`config.mk`:
```
export PLATFORM = sky130hd
export DESIGN_NAME = ptc_front
export DESIGN_NICKNAME = d
export VERILOG_FILES = /design/src/sv/ptc_pkg.sv /design/src/sv/ptc_front.sv
export SDC_FILE = /design/constraint.sdc
export NUM_CORES = 1
export LEC_CHECK = 0
export BUFFER_PORTS_ARGS = -buffer_cell sky130_fd_sc_hd__buf_4
export CORE_MARGIN = 10
export CORE_UTILIZATION = 45
export CTS_BUF_LIST = sky130_fd_sc_hd__clkbuf_4 sky130_fd_sc_hd__clkbuf_8 sky130_fd_sc_hd__clkbuf_16
export DETAILED_ROUTE_END_ITERATION = 10
export PLACE_DENSITY = 0.63
export SLEW_MARGIN = 10
export SYNTH_ARGS = -nofsm -noshare
export SYNTH_HDL_FRONTEND = slang
export SYNTH_SLANG_ARGS = --single-unit
```
`constraint.sdc`:
```
create_clock -name clk -period 17.1 [get_ports clk]
set_input_delay 0.855 -clock clk [delete_from_list [all_inputs] [get_ports clk]]
set_output_delay 0.855 -clock clk [all_outputs]
set_load 0.01 [all_outputs]
```
`src/sv/ptc_pkg.sv`:
```
// Shared types, constants and the word decode helper for the particle/triangle cull core.
`default_nettype none
package ptc_pkg;

  localparam int MAX_TRIANGLES = 1024;
  localparam int ADDR_BITS     = $clog2(MAX_TRIANGLES);
  localparam int TID_BITS      = 10;
  localparam int PID_BITS      = 20;
  localparam int CNT_BITS      = 11;
  localparam int WSEL_BITS     = 5;
  localparam int QDEPTH        = 4;
  localparam int QPTR_BITS     = $clog2(QDEPTH);

  localparam logic OP_WRITE = 1'b0;
  localparam logic OP_TEST  = 1'b1;

  localparam logic [2:0] REASON_NONE   = 3'd0;
  localparam logic [2:0] REASON_BOX    = 3'd1;
  localparam logic [2:0] REASON_VERTEX = 3'd2;
  localparam logic [2:0] REASON_PLANE  = 3'd3;
  localparam logic [2:0] REASON_EDGE   = 3'd4;

  localparam logic [CNT_BITS-1:0] MAX_COUNT = CNT_BITS'(MAX_TRIANGLES);

  typedef enum logic [2:0] {
    WK_NONE,
    WK_FLAGS,
    WK_BOX,
    WK_VID,
    WK_NORM,
    WK_OFS,
    WK_THR
  } wkind_t;

  typedef struct packed {
    wkind_t     kind;
    logic [3:0] sub;
  } wdec_t;

  typedef struct packed {
    logic                   is_test;
    logic                   range_ok;
    logic [TID_BITS-1:0]    tid;
    wkind_t                 kind;
    logic [3:0]             sub;
    logic [63:0]            value;
    logic signed [31:0]     px;
    logic signed [31:0]     py;
    logic signed [31:0]     pz;
    logic [PID_BITS-1:0]    pid;
  } cmd_t;

  typedef struct packed {
    logic [PID_BITS-1:0] pid;
    logic [TID_BITS-1:0] tid;
    logic [2:0]          reason;
    logic                plane_en;
    logic                edge_en;
  } meta_t;

  typedef struct packed {
    logic                accepted;
    logic [2:0]          reason;
    logic [PID_BITS-1:0] pid;
    logic [TID_BITS-1:0] tid;
  } res_t;

  // word select -> storage group and slot within it
  function automatic wdec_t decode_word(input logic [WSEL_BITS-1:0] w);
    wdec_t      d;
    logic [4:0] r;
    logic [1:0] s;
    logic [4:0] k;
    d.kind = WK_NONE;
    d.sub  = 4'd0;
    r = w - 5'd10;
    if (r < 5'd5)       s = 2'd0;
    else if (r < 5'd10) s = 2'd1;
    else if (r < 5'd15) s = 2'd2;
    else                s = 2'd3;
    k = r - 5'(s) * 5'd5;
    if (w == 5'd0) begin
      d.kind = WK_FLAGS;
    end else if (w <= 5'd6) begin
      d.kind = WK_BOX;
      d.sub  = 4'(w - 5'd1);
    end else if (w <= 5'd9) begin
      d.kind = WK_VID;
      d.sub  = 4'(w - 5'd7);
    end else if (w <= 5'd29) begin
      if (k < 5'd3) begin
        d.kind = WK_NORM;
        d.sub  = 4'(s) * 4'd3 + 4'(k);
      end else if (k == 5'd3) begin
        d.kind = WK_OFS;
        d.sub  = 4'(s);
      end else begin
        d.kind = WK_THR;
        d.sub  = 4'(s);
      end
    end
    return d;
  endfunction

endpackage
`default_nettype wire

```
`src/sv/ptc_front.sv`:
```
// Front end: takes requests, decodes them and queues them for the back end.
`default_nettype none
module ptc_front (
  input  wire logic                              clk,
  input  wire logic                              rst_n,
  input  wire logic                              in_push,
  output logic                                   in_full,
  input  wire logic                              in_operation,
  input  wire logic [ptc_pkg::TID_BITS-1:0]      in_triangle_id,
  input  wire logic [ptc_pkg::WSEL_BITS-1:0]     in_word_select,
  input  wire logic signed [63:0]                in_word_value,
  input  wire logic signed [31:0]                in_pos_x,
  input  wire logic signed [31:0]                in_pos_y,
  input  wire logic signed [31:0]                in_pos_z,
  input  wire logic [ptc_pkg::PID_BITS-1:0]      in_particle_id,
  input  wire logic                              cfg_we,
  input  wire logic [ptc_pkg::CNT_BITS-1:0]      cfg_data,
  input  wire logic                              clearing,
  input  wire logic                              q_pop,
  output logic                                   q_valid,
  output ptc_pkg::cmd_t                          q_head
);

  logic [ptc_pkg::CNT_BITS-1:0]  count_r;
  logic [ptc_pkg::CNT_BITS-1:0]  limit;
  ptc_pkg::cmd_t                 q_mem_r [ptc_pkg::QDEPTH];
  logic [ptc_pkg::QPTR_BITS-1:0] wr_ptr_r, wr_ptr_nxt;
  logic [ptc_pkg::QPTR_BITS-1:0] rd_ptr_r, rd_ptr_nxt;
  logic [ptc_pkg::QPTR_BITS:0]   cnt_r, cnt_nxt;
  logic                          accept;
  ptc_pkg::cmd_t                 cmd;
  ptc_pkg::wdec_t                wd;

  assign in_full = (cnt_r == (ptc_pkg::QPTR_BITS+1)'(ptc_pkg::QDEPTH)) || clearing;
  assign accept  = in_push && !in_full;
  assign limit   = (count_r > ptc_pkg::MAX_COUNT) ? ptc_pkg::MAX_COUNT : count_r;

  always_comb begin
    wd           = ptc_pkg::decode_word(in_word_select);
    cmd.is_test  = (in_operation == ptc_pkg::OP_TEST);
    cmd.range_ok = ({1'b0, in_triangle_id} < limit);
    cmd.tid      = in_triangle_id;
    cmd.kind     = wd.kind;
    cmd.sub      = wd.sub;
    cmd.value    = in_word_value;
    cmd.px       = in_pos_x;
    cmd.py       = in_pos_y;
    cmd.pz       = in_pos_z;
    cmd.pid      = in_particle_id;
  end

  always_comb begin
    wr_ptr_nxt = accept ? wr_ptr_r + 1'b1 : wr_ptr_r;
    rd_ptr_nxt = q_pop ? rd_ptr_r + 1'b1 : rd_ptr_r;
    cnt_nxt    = cnt_r + (ptc_pkg::QPTR_BITS+1)'(accept) - (ptc_pkg::QPTR_BITS+1)'(q_pop);
  end

  always_ff @(posedge clk) begin
    if (!rst_n) begin
      count_r  <= '0;
      wr_ptr_r <= '0;
      rd_ptr_r <= '0;
      cnt_r    <= '0;
    end else begin
      if (cfg_we) count_r <= cfg_data;
      wr_ptr_r <= wr_ptr_nxt;
      rd_ptr_r <= rd_ptr_nxt;
      cnt_r    <= cnt_nxt;
    end
  end

  always_ff @(posedge clk) begin
    if (accept) q_mem_r[wr_ptr_r] <= cmd;
  end

  assign q_valid = (cnt_r != '0);
  assign q_head  = q_mem_r[rd_ptr_r];

endmodule
`default_nettype wire

```
# After elaboration in Yosys (flattened, before gate mapping)
# Memory sizes are Yosys's and may differ from the RTL's. A register that Yosys moved wholly into a read port is not among the register bits.
# Index checks and enable logic that the tools add are counted.
# word_totals
reg_bits,18
ram_bits,796
word_cells,47
mem_count,1
# classes
addsub,9
mul,2
order_cmp,9
n_eq_ne,2
muxes,15
n_reduce_logical,5
# memory_table
memory,depth,word_bits,read_ports,rd_clocked_by_memory_dff,wr,line_no,text
q_mem_r,4,199,1,1,1,ptc_front.sv:26,ptc_pkg::cmd_t q_mem_r [ptc_pkg::QDEPTH];
# ops
op,n
$mux W7,4
$gt A11 B11 Y1 const B,1
$lt A10 B11 Y1,1
$mux W11,1
$lt A5 B4 Y1 const B,2
$mux W2,4
$mux W6,1
$eq A5 B2 Y1 const B,1
$le A5 B3 Y1 const B,1
$le A5 B4 Y1 const B,1
$le A5 B5 Y1 const B,1
$logic_not A5 Y1,1
$lt A5 B2 Y1 const B,1
$lt A5 B3 Y1 const B,1
$mul A2 B3 Y5 const B,1
$sub A5 B4 Y5 const B,1
$sub A5 B5 Y5,1
$add A2 B1 Y2 const B,2
$add A4 B4 Y4,1
$mul A2 B2 Y4 const B,1
$mux W4,1
$sub A4 B1 Y4 const B,1
$sub A4 B3 Y4 const B,1
$add A3 B1 Y3,1
8 further kinds,10

# Depth between registers and ports, before layout
# depth
word_depth,14
depth_mapped,17
depth_no_buf,16

# Worst setup path before layout
# Ideal clock, no wire load.
# synth_timing
path_type,input to register
start,input clearing
end,memory q_mem_r[0][0] (netlist bit) (enable)
t_arrival_ns,5.719
required_ns,16.514
slack_ns,10.795
stages,2
n_path_buf,0
cell_sequence,a21oi_1 > and3_1
# synth_via
elab_chain_cells,5
# synth_rtl
item,line_no,text
start: declaration,ptc_front.sv:18,"input wire logic clearing,"
$logic_or A1 B1 Y1,ptc_front.sv:34,assign in_full = (cnt_r == (ptc_pkg::QPTR_BITS+1)'(ptc_pkg::QDEPTH)) || clearing;
$logic_not A1 Y1,ptc_front.sv:35,assign accept = in_push && !in_full;
$logic_and A1 B1 Y1,ptc_front.sv:35,
$mux W1,ptc_front.sv:73,if (accept) q_mem_r[wr_ptr_r] <= cmd;
$mux W1 (implied by the code),ptc_front.sv:73,
end: declaration,ptc_front.sv:26,
# No other way between the ends.

==> results.env <==
AREA_OF_COMBINATIONAL_CELLS_WITH_MULTIPLE_INPUTS_MM2=0.00591
LAYOUT.AREA.SEQ_MM2=0.0243
ASYNC_FLOP_SHARE=0
SYNTH_NETS=1503
WIRELENGTH_UM=64800
TOTALNEGATIVESETUPSLACK_NS=0
FINAL.FILL_COUNT=5014
YOSYS_WARNINGS=0
POST-ROUTE-MIN-PERIOD_NS=5.01
RESULT_OF_THE_RUN='finished, final reports clean'
CLOCK-ROOT-BUFFER='clkbuf_16'
IO_BUFFER_COUNT=413
POST_DRT_VIA_CELL_RATIO=5.37
WORSTPATHREQUIRED_NS=16.25
ROUTED_WIRE_LENGTH_PER_INSTANCE_UM=24.4
IR_DROP_WORST_CASE_VDD_mV=0.110
INTPOWER_mW=3.60
WORST_SLEW_PIN_SLEW_NS=1.14
LAYOUT.CELLS.NON_FILLER=2656
SYNTH_TOP_AREA_SHARE=0.784
SYNTH_ENABLE_FLOP_CELLS=796
SYN_INST=1251
PATH_MAX_FANOUT=44
SYNTH.TOP_CELLS.BY_COUNT='796 x edfxtp_1, 199 x mux4_2, 35 x ha_1'
NUMBER_OF_NETS_AT_THE_END_OF_THE_FLOW=1973
CRITICAL_PATH.STARTPOINT_TYPE='flip-flop'
POWER_DENSITY_mW_PER_MM2=124
INITIAL_CORE_UTIL=0.454
DIE_X_UM=280
PWR-SHARE-COMB=0.120
CLOCK_SINK_COUNT=816
FINAL_HOLD_VIOL_COUNT=0
DRTITER0DRC=1046
CHIPHEIGHT_UM=280
PLACEABLE_AREA_MM2=0.0672
TIMING.RR.START='cnt_r[1]$_SDFF_PN0_'
SYN-CELL-AREA_MM2=0.0305
CORE.ROWCOUNT=95
CLOCK_POWER_SHARE=0.380
FINAL.PERIOD_UTILIZATION=0.293
DRC=0
GRT_REMAINING_OVERFLOW=0
NUM_CTS_BUFFERS=85
TRITONCTS='yes'
POWER.SWITCHING_FRACTION=0.222
TIMING.HOLD.WORST_PATH_DEPTH=1
CTS_HOLD_BUF=0
BOUNDARYPINS=414
GPL.FINAL_WEIGHTED_CONGESTION=0.775
TIMING_WORST_SETUP_PATH_TYPE='reg -> out'
MAX_SLEW_MARGIN=0.237
HPWLAFTERDP_UM=41300
DP.CELLS=2507
SYNTH_FLOP_CELL='edfxtp_1'
HOLDCRITPATHCLASS='in -> reg'
SYN_AVG_CELL_AREA_UM2=24.4
GRT_PASS1_WL_UM=96400
FINAL_MAX_SLEW_VIOL_COUNT=0
STATIC-LEAKAGE-POWER_nW=12.6
PIN_COUNT_OF_THE_BIGGEST_NET_ENTERING_GLOBAL_ROUTING=69
MAX_FREQ_MHz=200
POST_CTS.RESIZED_INSTANCES=0
YOSYS_REGISTER_BITS=816
FLOW.AREA_GROWTH_FROM_SYNTHESIS_PCT=22.4
GRT_ANTENNA_BEFORE_REPAIR=3
DRT_FIRST_PASS_ITERS=5
GRT_USAGE=0.163
CTS.REPAIR_TIMING.SETUP_BUFFER_COUNT=0
SYNTH_MOST_COMMON_CELL='edfxtp_1'
CRITICAL_PATH.ENDPOINT_TYPE='primary output'
SYNTH_SEQ_AREA_SHARE=0.797
POWER.NET_SWITCHING_mW=1.03
SHARE_OF_CELLS_ABOVE_DRIVE_STRENGTH_1=0.436
CLKTRANSATPATHREGS_NS=0.06
TOTAL_DIE_AREA_MM2=0.0786
SEQUENTIALPOWERSHARE=0.501
RSZ_0062_RAISED_AFTER_GLOBAL_ROUTING='false'
VIAS_IN_THE_FIRST_GLOBAL_ROUTE=14900
CRIT_ARRIVAL_NS=4.15
FINCLKSKEW_NS=0.0173
ANT_NETS=0
SYNTHTOPCELLSBYAREA='edfxtp_1 78%, mux4_2 15%, ha_1 1.4%'
CTS-HTREE-LEVELS=3
CTSLONGESTPATHBUFFERS=3
FF2FF_PATH_DEPTH=5
SYNTH_UNIQUE_CELLS=48
CLK-INSERTION-DELAY-LATE_NS=0.60
MAX_CAP_VIOLATIONS=0
TIMING.FINAL.SETUP_VIOLATIONS=0
VIAS=14300
WORST_HOLD_STARTPOINT='in_pos_y[8]'
YOSYSTOPAREACELL='edfxtp_1'
[power by group through the flow]
stage          logic, mW  registers [mW]  clock network [mW]
6_report           0.553            2.31                1.75
5_1_grt            0.598            2.32                1.88
4_1_cts            0.568            2.32                1.80
3_5_place_dp       0.566            2.36                   0
3_3_place_gp       0.561            2.35                   0
2_1_floorplan      0.302            2.36                   0
[sequential cells by signal, summed over array words and instances, names as in the netlist, named ones only]
register,cells
rd_ptr_r,2
count_r,11
cnt_r,3
wr_ptr_r,2
q_mem_r,796
[cells in the final DEF (no fill, tap or decap), drive strengths merged, types with 2 or more instances in the layout]
cell	netlist	final
nor4	3	3
nor2	7	7
clkinvlp	0	2
and3	4	4
nand3	4	4
clkinv	1	37
mux2i	13	13
edfxtp	796	796
fa	4	4
dfxtp	20	20
bufinv	0	6
ha	35	35
mux4	199	199
buf	39	432
nand2b	4	4
clkbuf	10	101
a21oi	11	11
inv	18	21
nor2b	14	14
a21o	3	3
xnor2	10	10
nand4	2	2
a211o	2	2
nand2	14	14
and2	7	7
xor2	6	6
o21ai	9	9
o31ai	2	2
[worst max-delay path, cell delays in order (launching register included)]
cell,delay (ns)
dfxtp_4,0.94
buf_4,0.83
buf_4,0.80
mux4_2,0.63
buf_4,0.17
[through the flow]
step	power (mW)	hold WS (ns)	setup WS [ns]	instance area, µm²	utilization
finish	4.62	0.439	12.09	37300	0.556
global route	4.80	0.409	11.59	37300	0.556
CTS	4.69	0.386	11.85	37300	0.556
detailed placement	2.92	0.513	11.78	34600	0.516
global placement	2.91	0.500	11.92	34600	0.516
floorplan	2.66	0.483	10.79	30500	-
[worst paths after layout]
kind                                to  slack, ns
max                        q_head[133]      12.09
min           q_mem_r[0][60]$_DFFE_PP_       0.44
max reg2reg  q_mem_r[2][139]$_DFFE_PP_      13.52
min reg2reg    count_r[3]$_SDFFE_PN0P_       0.52
[area by class of cell]
type | instances | share of cell area
antenna | 1 | 0.0000671
clock buffer | 101 | 0.0607
clock inverter | 47 | 0.0111
inverter | 19 | 0.00191
multi-input combinational | 367 | 0.158
sequential | 816 | 0.652
tap | 873 | 0.0293
timing repair buffer | 432 | 0.0869
[layer usage]
metal | share of wire | GRT usage
met1 | 0.40 | 0.205
met2 | 0.52 | 0.274
met3 | 0.067 | 0.0427
met4 | 0.019 | 0.0488
met5 | 0.00066 | 0
[cell families after synthesis]
kind of cell	synth area share
buf+inv	0.00968
xor+xnor	0.00509
fa+ha+maj	0.0170
simple gates	0.0120
mux	0.151
flops	0.797
compound gates	0.00792
No activity file was read; power rests on OpenSTA's default activity.
